--- src/rtl/core/ifdl_pkg.sv ---
`default_nettype none
// ============================================================================
// ifdl_pkg
// Shared types and fixed constants of the interpolated feedback delay line.
// ============================================================================
package ifdl_pkg;

  // Fixed field widths of the ports
  localparam int DELAY_BITS = 24;   // requested delay, unsigned Q16.8
  localparam int MAX_BITS   = 16;   // maximum delay register
  localparam int GAIN_BITS  = 17;   // feedback gain, unsigned Q1.16

  localparam logic [GAIN_BITS-1:0] GAIN_ONE = 17'd65536;
  localparam int MAX_RESET = 1024;
  localparam int FB_SHIFT  = 16;

  // Four neighbouring samples feed the interpolator, three Horner steps
  localparam int TAP_COUNT     = 4;
  localparam int HERMITE_STEPS = 3;

  typedef enum logic [3:0] {
    ST_IDLE,
    ST_WRITE,
    ST_ADDR,
    ST_PREP,
    ST_READ,
    ST_START,
    ST_INTERP,
    ST_FBMUL,
    ST_FBWR,
    ST_DONE
  } fsm_state_t;

endpackage
`default_nettype wire

--- src/rtl/core/ifdl_interp.sv ---
`default_nettype none
// ============================================================================
// ifdl_interp
// Four-point cubic Hermite interpolator, evaluated by Horner steps over a
// shared multiplier, one step per cycle.
// ============================================================================
module ifdl_interp #(
  parameter int SAMPLE_BITS = 24,
  parameter int FRAC_BITS   = 8
) (
  input  logic                          clk,
  input  logic                          rst,
  input  logic                          start,
  input  logic signed [SAMPLE_BITS-1:0] xm1,
  input  logic signed [SAMPLE_BITS-1:0] x0,
  input  logic signed [SAMPLE_BITS-1:0] x1,
  input  logic signed [SAMPLE_BITS-1:0] x2,
  input  logic        [FRAC_BITS-1:0]   frac,
  output logic                          done,
  output logic signed [SAMPLE_BITS-1:0] y
);
  import ifdl_pkg::*;

  localparam int TW = SAMPLE_BITS + 6;
  localparam int PW = TW + FRAC_BITS + 1;
  localparam int STEP_BITS = $clog2(HERMITE_STEPS + 1);

  logic signed [TW-1:0] em1, e0, e1, e2;
  logic signed [TW-1:0] coef_a, coef_b, coef_c, coef_d, diff_01;
  logic signed [TW-1:0] t, cb, cc, cd, addend, t_next, rnd;
  logic signed [PW-1:0] prod, prod_sh;
  logic [FRAC_BITS-1:0] fr;
  logic [STEP_BITS-1:0] step;
  logic                 busy;
  logic signed [SAMPLE_BITS-1:0] rnd_sat;

  // Doubled Catmull-Rom coefficients
  always_comb begin
    em1     = TW'(xm1);
    e0      = TW'(x0);
    e1      = TW'(x1);
    e2      = TW'(x2);
    diff_01 = e0 - e1;
    coef_a  = (e2 - em1) + (diff_01 <<< 1) + diff_01;
    coef_b  = (em1 <<< 1) - ((e0 <<< 2) + e0) + (e1 <<< 2) - e2;
    coef_c  = e1 - em1;
    coef_d  = e0 <<< 1;
  end

  always_comb begin
    case (step)
      STEP_BITS'(0): addend = cb;
      STEP_BITS'(1): addend = cc;
      default:       addend = cd;
    endcase
    prod    = PW'(t) * PW'($signed({1'b0, fr}));
    prod_sh = prod >>> FRAC_BITS;
    t_next  = TW'(prod_sh) + addend;
  end

  // Round half up, then clamp to the sample range
  always_comb begin
    rnd = (t + TW'(1)) >>> 1;
    if (rnd[TW-1:SAMPLE_BITS-1] != '0 && rnd[TW-1:SAMPLE_BITS-1] != '1) begin
      rnd_sat = rnd[TW-1] ? {1'b1, {(SAMPLE_BITS-1){1'b0}}}
                          : {1'b0, {(SAMPLE_BITS-1){1'b1}}};
    end else begin
      rnd_sat = rnd[SAMPLE_BITS-1:0];
    end
  end

  always_ff @(posedge clk) begin
    if (rst) begin
      busy <= 1'b0;
      done <= 1'b0;
      step <= '0;
    end else begin
      done <= 1'b0;
      if (start) begin
        busy <= 1'b1;
        step <= '0;
      end else if (busy) begin
        if (step == STEP_BITS'(HERMITE_STEPS)) begin
          busy <= 1'b0;
          done <= 1'b1;
        end else begin
          step <= step + STEP_BITS'(1);
        end
      end
    end
  end

  always_ff @(posedge clk) begin
    if (start) begin
      t  <= coef_a;
      cb <= coef_b;
      cc <= coef_c;
      cd <= coef_d;
      fr <= frac;
    end else if (busy) begin
      if (step == STEP_BITS'(HERMITE_STEPS)) begin
        y <= rnd_sat;
      end else begin
        t <= t_next;
      end
    end
  end

endmodule
`default_nettype wire

--- config.mk ---
export PLATFORM = sky130hd
export DESIGN_NAME = ifdl_interp
export DESIGN_NICKNAME = d
export VERILOG_FILES = /design/src/rtl/core/ifdl_pkg.sv /design/src/rtl/core/ifdl_interp.sv
export SDC_FILE = /design/constraint.sdc
export NUM_CORES = 1
export LEC_CHECK = 0
export ABC_AREA = 0
export BUFFER_PORTS_ARGS = -buffer_cell sky130_fd_sc_hd__buf_4
export CAP_MARGIN = 10
export CELL_PAD_IN_SITES_DETAIL_PLACEMENT = 1
export CELL_PAD_IN_SITES_GLOBAL_PLACEMENT = 1
export CORE_ASPECT_RATIO = 1.5
export CORE_MARGIN = 8
export CORE_UTILIZATION = 30
export CTS_BUF_LIST = sky130_fd_sc_hd__clkbuf_16
export DETAILED_ROUTE_END_ITERATION = 12
export GPL_TIMING_DRIVEN = 0
export PLACE_DENSITY = 0.54
export SLEW_MARGIN = 20
export SYNTH_ARGS = -nofsm -noshare
export SYNTH_HDL_FRONTEND = slang
export SYNTH_SLANG_ARGS = --single-unit
--- constraint.sdc ---
create_clock -name clk -period 17.71 [get_ports clk]
set_input_delay 3.542 -clock clk [delete_from_list [all_inputs] [get_ports clk]]
set_output_delay 3.542 -clock clk [all_outputs]
set_load 0.1 [all_outputs]
==> results.py, run 1 <==
metrics = {
    "run_status": {
        "outcome": "completed",
    },
    "worst_setup_path": {
        "setup.worst_path.end_class": "flip-flop",
        "crit_path_top_delay_cell": "fa_1",
        "worst_path_largest_cell_delay_ns": 0.53,
        "start_kind": "input port",
        "cp_num_buf_inv": 4,
        "crit_required_ns": 17.86,
        "worst-path-max-fanout": 4,
        "critical-path-top-delay-family": "compound AO/OA/AOI/OAI gates",
        "critPathArrivalTime_ns": 10.20,
        "worst_path_most_repeated_cell": "a21oi_1",
        "worst-setup-path-type": "input port to flip-flop",
    },
    "clocking": {
        "holdBufCountCts": 0,
        "post_cts_resized": 0,
        "clk_pin_slew_worst_paths_ns": 0.07,
        "cts_buffers": 17,
        "post_cts_buffers": 0,
        "worstSkewPairLatency_ns": 0.45,
        "clock-sinks": 145,
        "tritoncts": "done",
        "cts_max_level": 4,
        "cts.path.max_buffers": 2,
        "cts_root_buf": "clkbuf_16",
    },
    "timing": {
        "skew_ns": 0.01498,
        "period_needed_ns": 10.05,
        "tightest_slew_ns": 0.9486,
        "fin_tns_setup_ns": 0,
        "hold_viol_final": 0,
        "finalSetupViolCount": 0,
        "rsz0062_at_grt": "no",
        "max_freq_mhz": 99.51,
        "period_share": 0.5675,
        "slew_headroom": 0.3676,
        "maxSlewViolCount": 0,
    },
    "route": {
        "dr_total_vias": 17063,
        "dr.pass1.iters": 4,
        "drt-vias-per-instance": 4.796,
        "drc": 0,
        "drtIter0Drc": 560,
        "wl_per_cell_um": 19.19,
        "ant_nets": 0,
        "wl_mm": 68.28,
    },
    "floorplanning": {
        "io_pins": 132,
        "rows": 123,
        "core_um2": 74640,
        "die_h_um": 351.7,
        "die_w_um": 239.8,
        "floorplan.initialDensity": 0.3020,
        "die-area_um2": 84340,
    },
    "finish": {
        "fillers": 8649,
        "areaGrowthSynthToFinish_pct": 12.49,
        "drive_gt1_frac": 0.07506,
        "nNetsFinal": 3177,
        "diodes": 0,
    },
    "synthesis": {
        "syn_area_um2": 22540,
        "synth_top_area_frac": 0.2771,
        "async_reset_ff_frac": 0,
        "syn-num-nets": 3027,
        "ys_ff_latch": 145,
        "ys_seq_area_frac": 0.1914,
        "synth_common_cells": "inv_1 (401), fa_1 (312), nand2_1 (238)",
        "syn_inst": 2395,
        "ys.flop_type": "edfxtp_1",
        "ys_warn_count": 0,
        "synth_cell_type_count": 78,
        "syn_avg_cell_area_um2": 9.411,
        "synth.most_common_cell": "inv_1",
        "yosysTopAreaCell": "fa_1",
        "synth_edf_count": 141,
        "yosys-top-cells-area": "fa_1 (28%), edfxtp_1 (19%), ha_1 (12%)",
    },
    "job": {
        "drv_cap": 0,
    },
    "global_routing": {
        "grt_pass1_wl_mm": 110.0,
        "grt_pass1_vias": 19925,
        "globalRoute.totalOverflow": 0,
        "antenna_found_initial": 0,
        "grt_max_degree": 92,
        "grt.total_usage": 0.1671,
    },
    "placement": {
        "dpl.hpwl_mm": 59.40,
        "routabilityCongestion": 0.8421,
        "port_buffers": 131,
    },
    "min_path": {
        "hold_path_class": "flip-flop to flip-flop",
    },
}
==> cells by family (layout without fill, tap and decap cells) <==
kind of cell	after synthesis	after routing	share of synthesized area
compound gates	443	443	0.1276
xor+xnor	161	161	0.06256
fa+ha+maj	525	525	0.3954
buf+inv	473	636	0.07911
flops	145	145	0.1914
mux	6	6	0.002887
simple gates	642	642	0.1411
==> flip-flops by register name, summed over array words and instances (netlist names) <==
| signal | flops |
|---|---|
| cc | 25 |
| done | 1 |
| t | 30 |
| step | 2 |
| cd | 24 |
| cb | 30 |
| busy | 1 |
| fr | 8 |
| y | 24 |
==> worst register-to-register path: cells and delay by family (launching register included) <==
family	cells	cell delay, ns
AO/OA/AOI/OAI	14	2.93
XOR/XNOR	2	0.37
adder cells (fa/ha/maj)	6	2.82
buffers and inverters	5	1.32
flip-flops	1	0.35
AND/OR/NAND/NOR	3	1.22
==> path summary, 6_finish.rpt <==
kind / cells past startpoint / slack [ns] / startpoint / endpoint
setup reg to reg: 30 / 8.39 / fr[0]$_DFFE_PP_ / t[29]$_DFFE_PP_
hold reg to reg: 2 / 0.60 / busy$_SDFF_PP0_ / done$_SDFF_PP0_
setup / recovery: 29 / 7.66 / x0[0] / t[28]$_DFFE_PP_
hold / removal: 2 / 0.60 / busy$_SDFF_PP0_ / done$_SDFF_PP0_
==> placed cells by master (no fill, tap or decap), types with 27 or more instances in the layout <==
cell and count:
clkbuf_1 61, and2_1 142, nor2_1 83, nand2b_1 27
nand3_1 33, ha_1 213, fa_1 312, a21o_1 53
inv_1 405, nor3_1 27, nand2_1 238, edfxtp_1 141
a21oi_1 134, xor2_1 60, buf_4 130, o21ai_0 78
xnor2_1 101
==> layout make-up <==
type                       instances  area, µm²  share of cell area
tap                             1000       1251             0.04935
inverter                         401       1505             0.05937
clock inverter                    15      143.9            0.005675
buffer                            72      277.8             0.01096
sequential                       145       4314              0.1702
multi-input combinational       1777      16450              0.6488
timing repair buffer             131      987.2             0.03894
clock buffer                      17      425.4             0.01678
==> through the flow <==
stage	setup WS [ns]	std cells	util	instance area, µm²	hold slack [ns]
after floorplan	8.730	2395	-	22540	0.4334
after CTS	7.586	3558	0.3397	25350	0.6057
final	7.660	3558	0.3397	25350	0.6046
after detailed placement	7.135	3526	0.3321	24790	0.5965
after global placement	7.289	3526	0.3319	24770	0.5240
after global routing	7.113	3558	0.3397	25350	0.6394
==> metal layers <==
layer | share of wire | track usage
met5 | 0 | 0
met4 | 0.023 | 0.04853
met3 | 0.017 | 0.01493
met2 | 0.55 | 0.3247
met1 | 0.41 | 0.1908
Power of run 1 is left out: the tool's default activity adds up to more than one toggle a clock period on the data nets, which glitch-free logic cannot reach.
==> run 2, diff against run 1 <==
- PLACE_DENSITY: 0.54 -> 0.56
- clock period: 17.71 -> 8.98 ns (I/O delays scaled with it)
==> run 2 against run 1 <==
Effect of this change: critical path depth rose by 2; highest routed layer unchanged; critical endpoint is now t[29]$_DFFE_PP_; register-to-register slack lost 7.9 ns; clock-buffer cell count did not move; global-route usage shrank 0.067 points.
==> results.py, run 2 (synthesis results as in run 1) <==
metrics = {
    "finish": {
        "final_cell_mix": "inv_1 (402), fa_1 (312), nand2_1 (238)",
        "nNetsFinal": 3178,
        "utilization": 0.3401,
        "multi_input_comb_area_um2": 16460,
        "areaGrowthSynthToFinish_pct": 12.62,
        "fillers": 8656,
        "reg_top3": "cb x30, t x30, cc x25",
        "drive_gt1_frac": 0.08056,
        "seq_area_um2": 4314,
        "diodes": 0,
        "layout_commonest_cell": "inv_1",
    },
    "worst_setup_path": {
        "setup.worst_path.end_class": "flip-flop",
        "worst_path_largest_cell_delay_ns": 0.56,
        "ff2ff_setup_slack_ns": 0.50,
        "worst-setup-path-type": "flip-flop to flip-flop",
        "critical-path-top-delay-family": "compound AO/OA/AOI/OAI gates",
        "crit_required_ns": 9.14,
        "cp_num_buf_inv": 6,
        "r2r_cells": 31,
        "crit_path_top_delay_cell": "fa_1",
        "r2r-start": "fr[0]$_DFFE_PP_",
        "start_kind": "flip-flop",
        "worstReg2RegEnd": "t[29]$_DFFE_PP_",
        "critPathArrivalTime_ns": 8.64,
        "worst-path-max-fanout": 10,
    },
    "timing": {
        "period_share": 0.9438,
        "period_needed_ns": 8.475,
        "rsz0062_at_grt": "no",
        "max_freq_mhz": 118.0,
        "slew_headroom": 0.3623,
        "skew_ns": 0.01645,
        "tightest_slew_ns": 0.9565,
        "timing.final.ws_setup_ns": 0.5046,
        "hold_viol_final": 0,
        "finalSetupViolCount": 0,
        "fin_tns_setup_ns": 0,
        "worst_hold_slack_ns": 0.6300,
        "maxSlewViolCount": 0,
    },
    "floorplanning": {
        "die_w_um": 239.8,
        "floorplan.initialDensity": 0.3020,
        "io_pins": 132,
        "core_um2": 74640,
        "rows": 123,
        "die-area_um2": 84340,
        "die_h_um": 351.7,
    },
    "placement": {
        "port_buffers": 131,
        "dpl.hpwl_mm": 59.14,
        "dpl_worst_slack_ns": -0.4442,
        "routabilityCongestion": 0.8517,
    },
    "route": {
        "drc": 0,
        "ant_nets": 0,
        "dr_total_vias": 17162,
        "wl_per_cell_um": 19.16,
        "dr.pass1.iters": 5,
        "drtIter0Drc": 536,
        "drt-vias-per-instance": 4.825,
        "wl_mm": 68.15,
    },
    "clocking": {
        "cts_root_buf": "clkbuf_16",
        "cts_max_level": 4,
        "clk_pin_slew_worst_paths_ns": 0.07,
        "clock-sinks": 145,
        "cts_buffers": 17,
        "worstSkewPairLatency_ns": 0.45,
        "cts.path.max_buffers": 2,
        "holdBufCountCts": 0,
        "tritoncts": "done",
    },
    "global_routing": {
        "grt_pass1_wl_mm": 109.8,
        "grt_max_degree": 92,
        "grt_pass1_vias": 20001,
        "grtUsageMet3": 0.01376,
        "grt_busiest_layer": "met2",
        "grt.total_usage": 0.1664,
        "grt_use_met1": 0.1903,
        "antenna_found_initial": 0,
        "grtUsageMet2": 0.3237,
        "globalRoute.totalOverflow": 0,
    },
    "run_status": {
        "outcome": "completed",
    },
    "min_path": {
        "whs_path_depth": 2,
        "hold_path_class": "flip-flop to flip-flop",
        "holdCritStartpoint": "busy$_SDFF_PP0_",
        "min_to": "done$_SDFF_PP0_",
    },
    "job": {
        "drv_cap": 0,
    },
}
-- run 2: cell count changes in the layout (fill, tap and decap cells not counted) --
cell      delta
clkbuf_1    -11
clkbuf_2    +10
inv_1        -3
buf_2        +1
buf_4        +1
clkinv_2     +1
nor4_2       -1
nor4_4       +1
nor4b_1      -1
nor4b_2      +1
-- run 2: final cells by class --
type,instances,area share
multi-input cells,1777,0.6486
flip-flops and latches,145,0.1700
inverters,401,0.05930
well taps,1000,0.04929
repair buffers,132,0.03919
clock buffers,17,0.01676
plain buffers,72,0.01148
clock inverters,13,0.005422
-- run 2: how the worst max path moves through the flow --
stage | slack [ns] | endpoint | depth (start not counted) | from
finish | 0.50 | t[29]$_DFFE_PP_ | 31 | fr[0]$_DFFE_PP_
global route | 0.007 | t[29]$_DFFE_PP_ | 30 | fr[1]$_DFFE_PP_
CTS | 0.02 | t[29]$_DFFE_PP_ | 30 | fr[5]$_DFFE_PP_
detailed placement | -0.44 | t[29]$_DFFE_PP_ | 30 | fr[0]$_DFFE_PP_
global placement | -0.32 | t[29]$_DFFE_PP_ | 30 | fr[0]$_DFFE_PP_
floorplan | 1.67 | t[29]$_DFFE_PP_ | 30 | fr[0]$_DFFE_PP_
-- run 2: stage by stage --
stage	area (µm²)	instances
2_1_floorplan	22540	2395
3_3_place_gp	24770	3526
3_5_place_dp	24790	3526
4_1_cts	25360	3556
5_1_grt	25380	3557
6_report	25380	3557
-- run 2: worst reg2reg max path: cells and delay by family (launching register included) --
| family | cells | cell delay (ns) |
|---|---|---|
| buffers and inverters | 6 | 1.03 |
| AO/OA/AOI/OAI | 14 | 2.90 |
| adder cells (fa/ha/maj) | 6 | 2.84 |
| flip-flops | 1 | 0.35 |
| AND/OR/NAND/NOR | 3 | 0.74 |
| XOR/XNOR | 2 | 0.34 |
-- run 2: timing repair --
item	in CTS	in global routing
resized for setup	5	16
setup endpoints to repair	4	4
pin swaps	0	1
buffers inserted	0	1
-- run 2: per-layer routing --
metal | up-vias | part of all wire
li1 | 8162 | -
met1 | 8682 | 0.41
met2 | 237 | 0.55
met3 | 81 | 0.020
met4 | 0 | 0.027
met5 | - | 0
Power of run 2 is left out for the same reason.
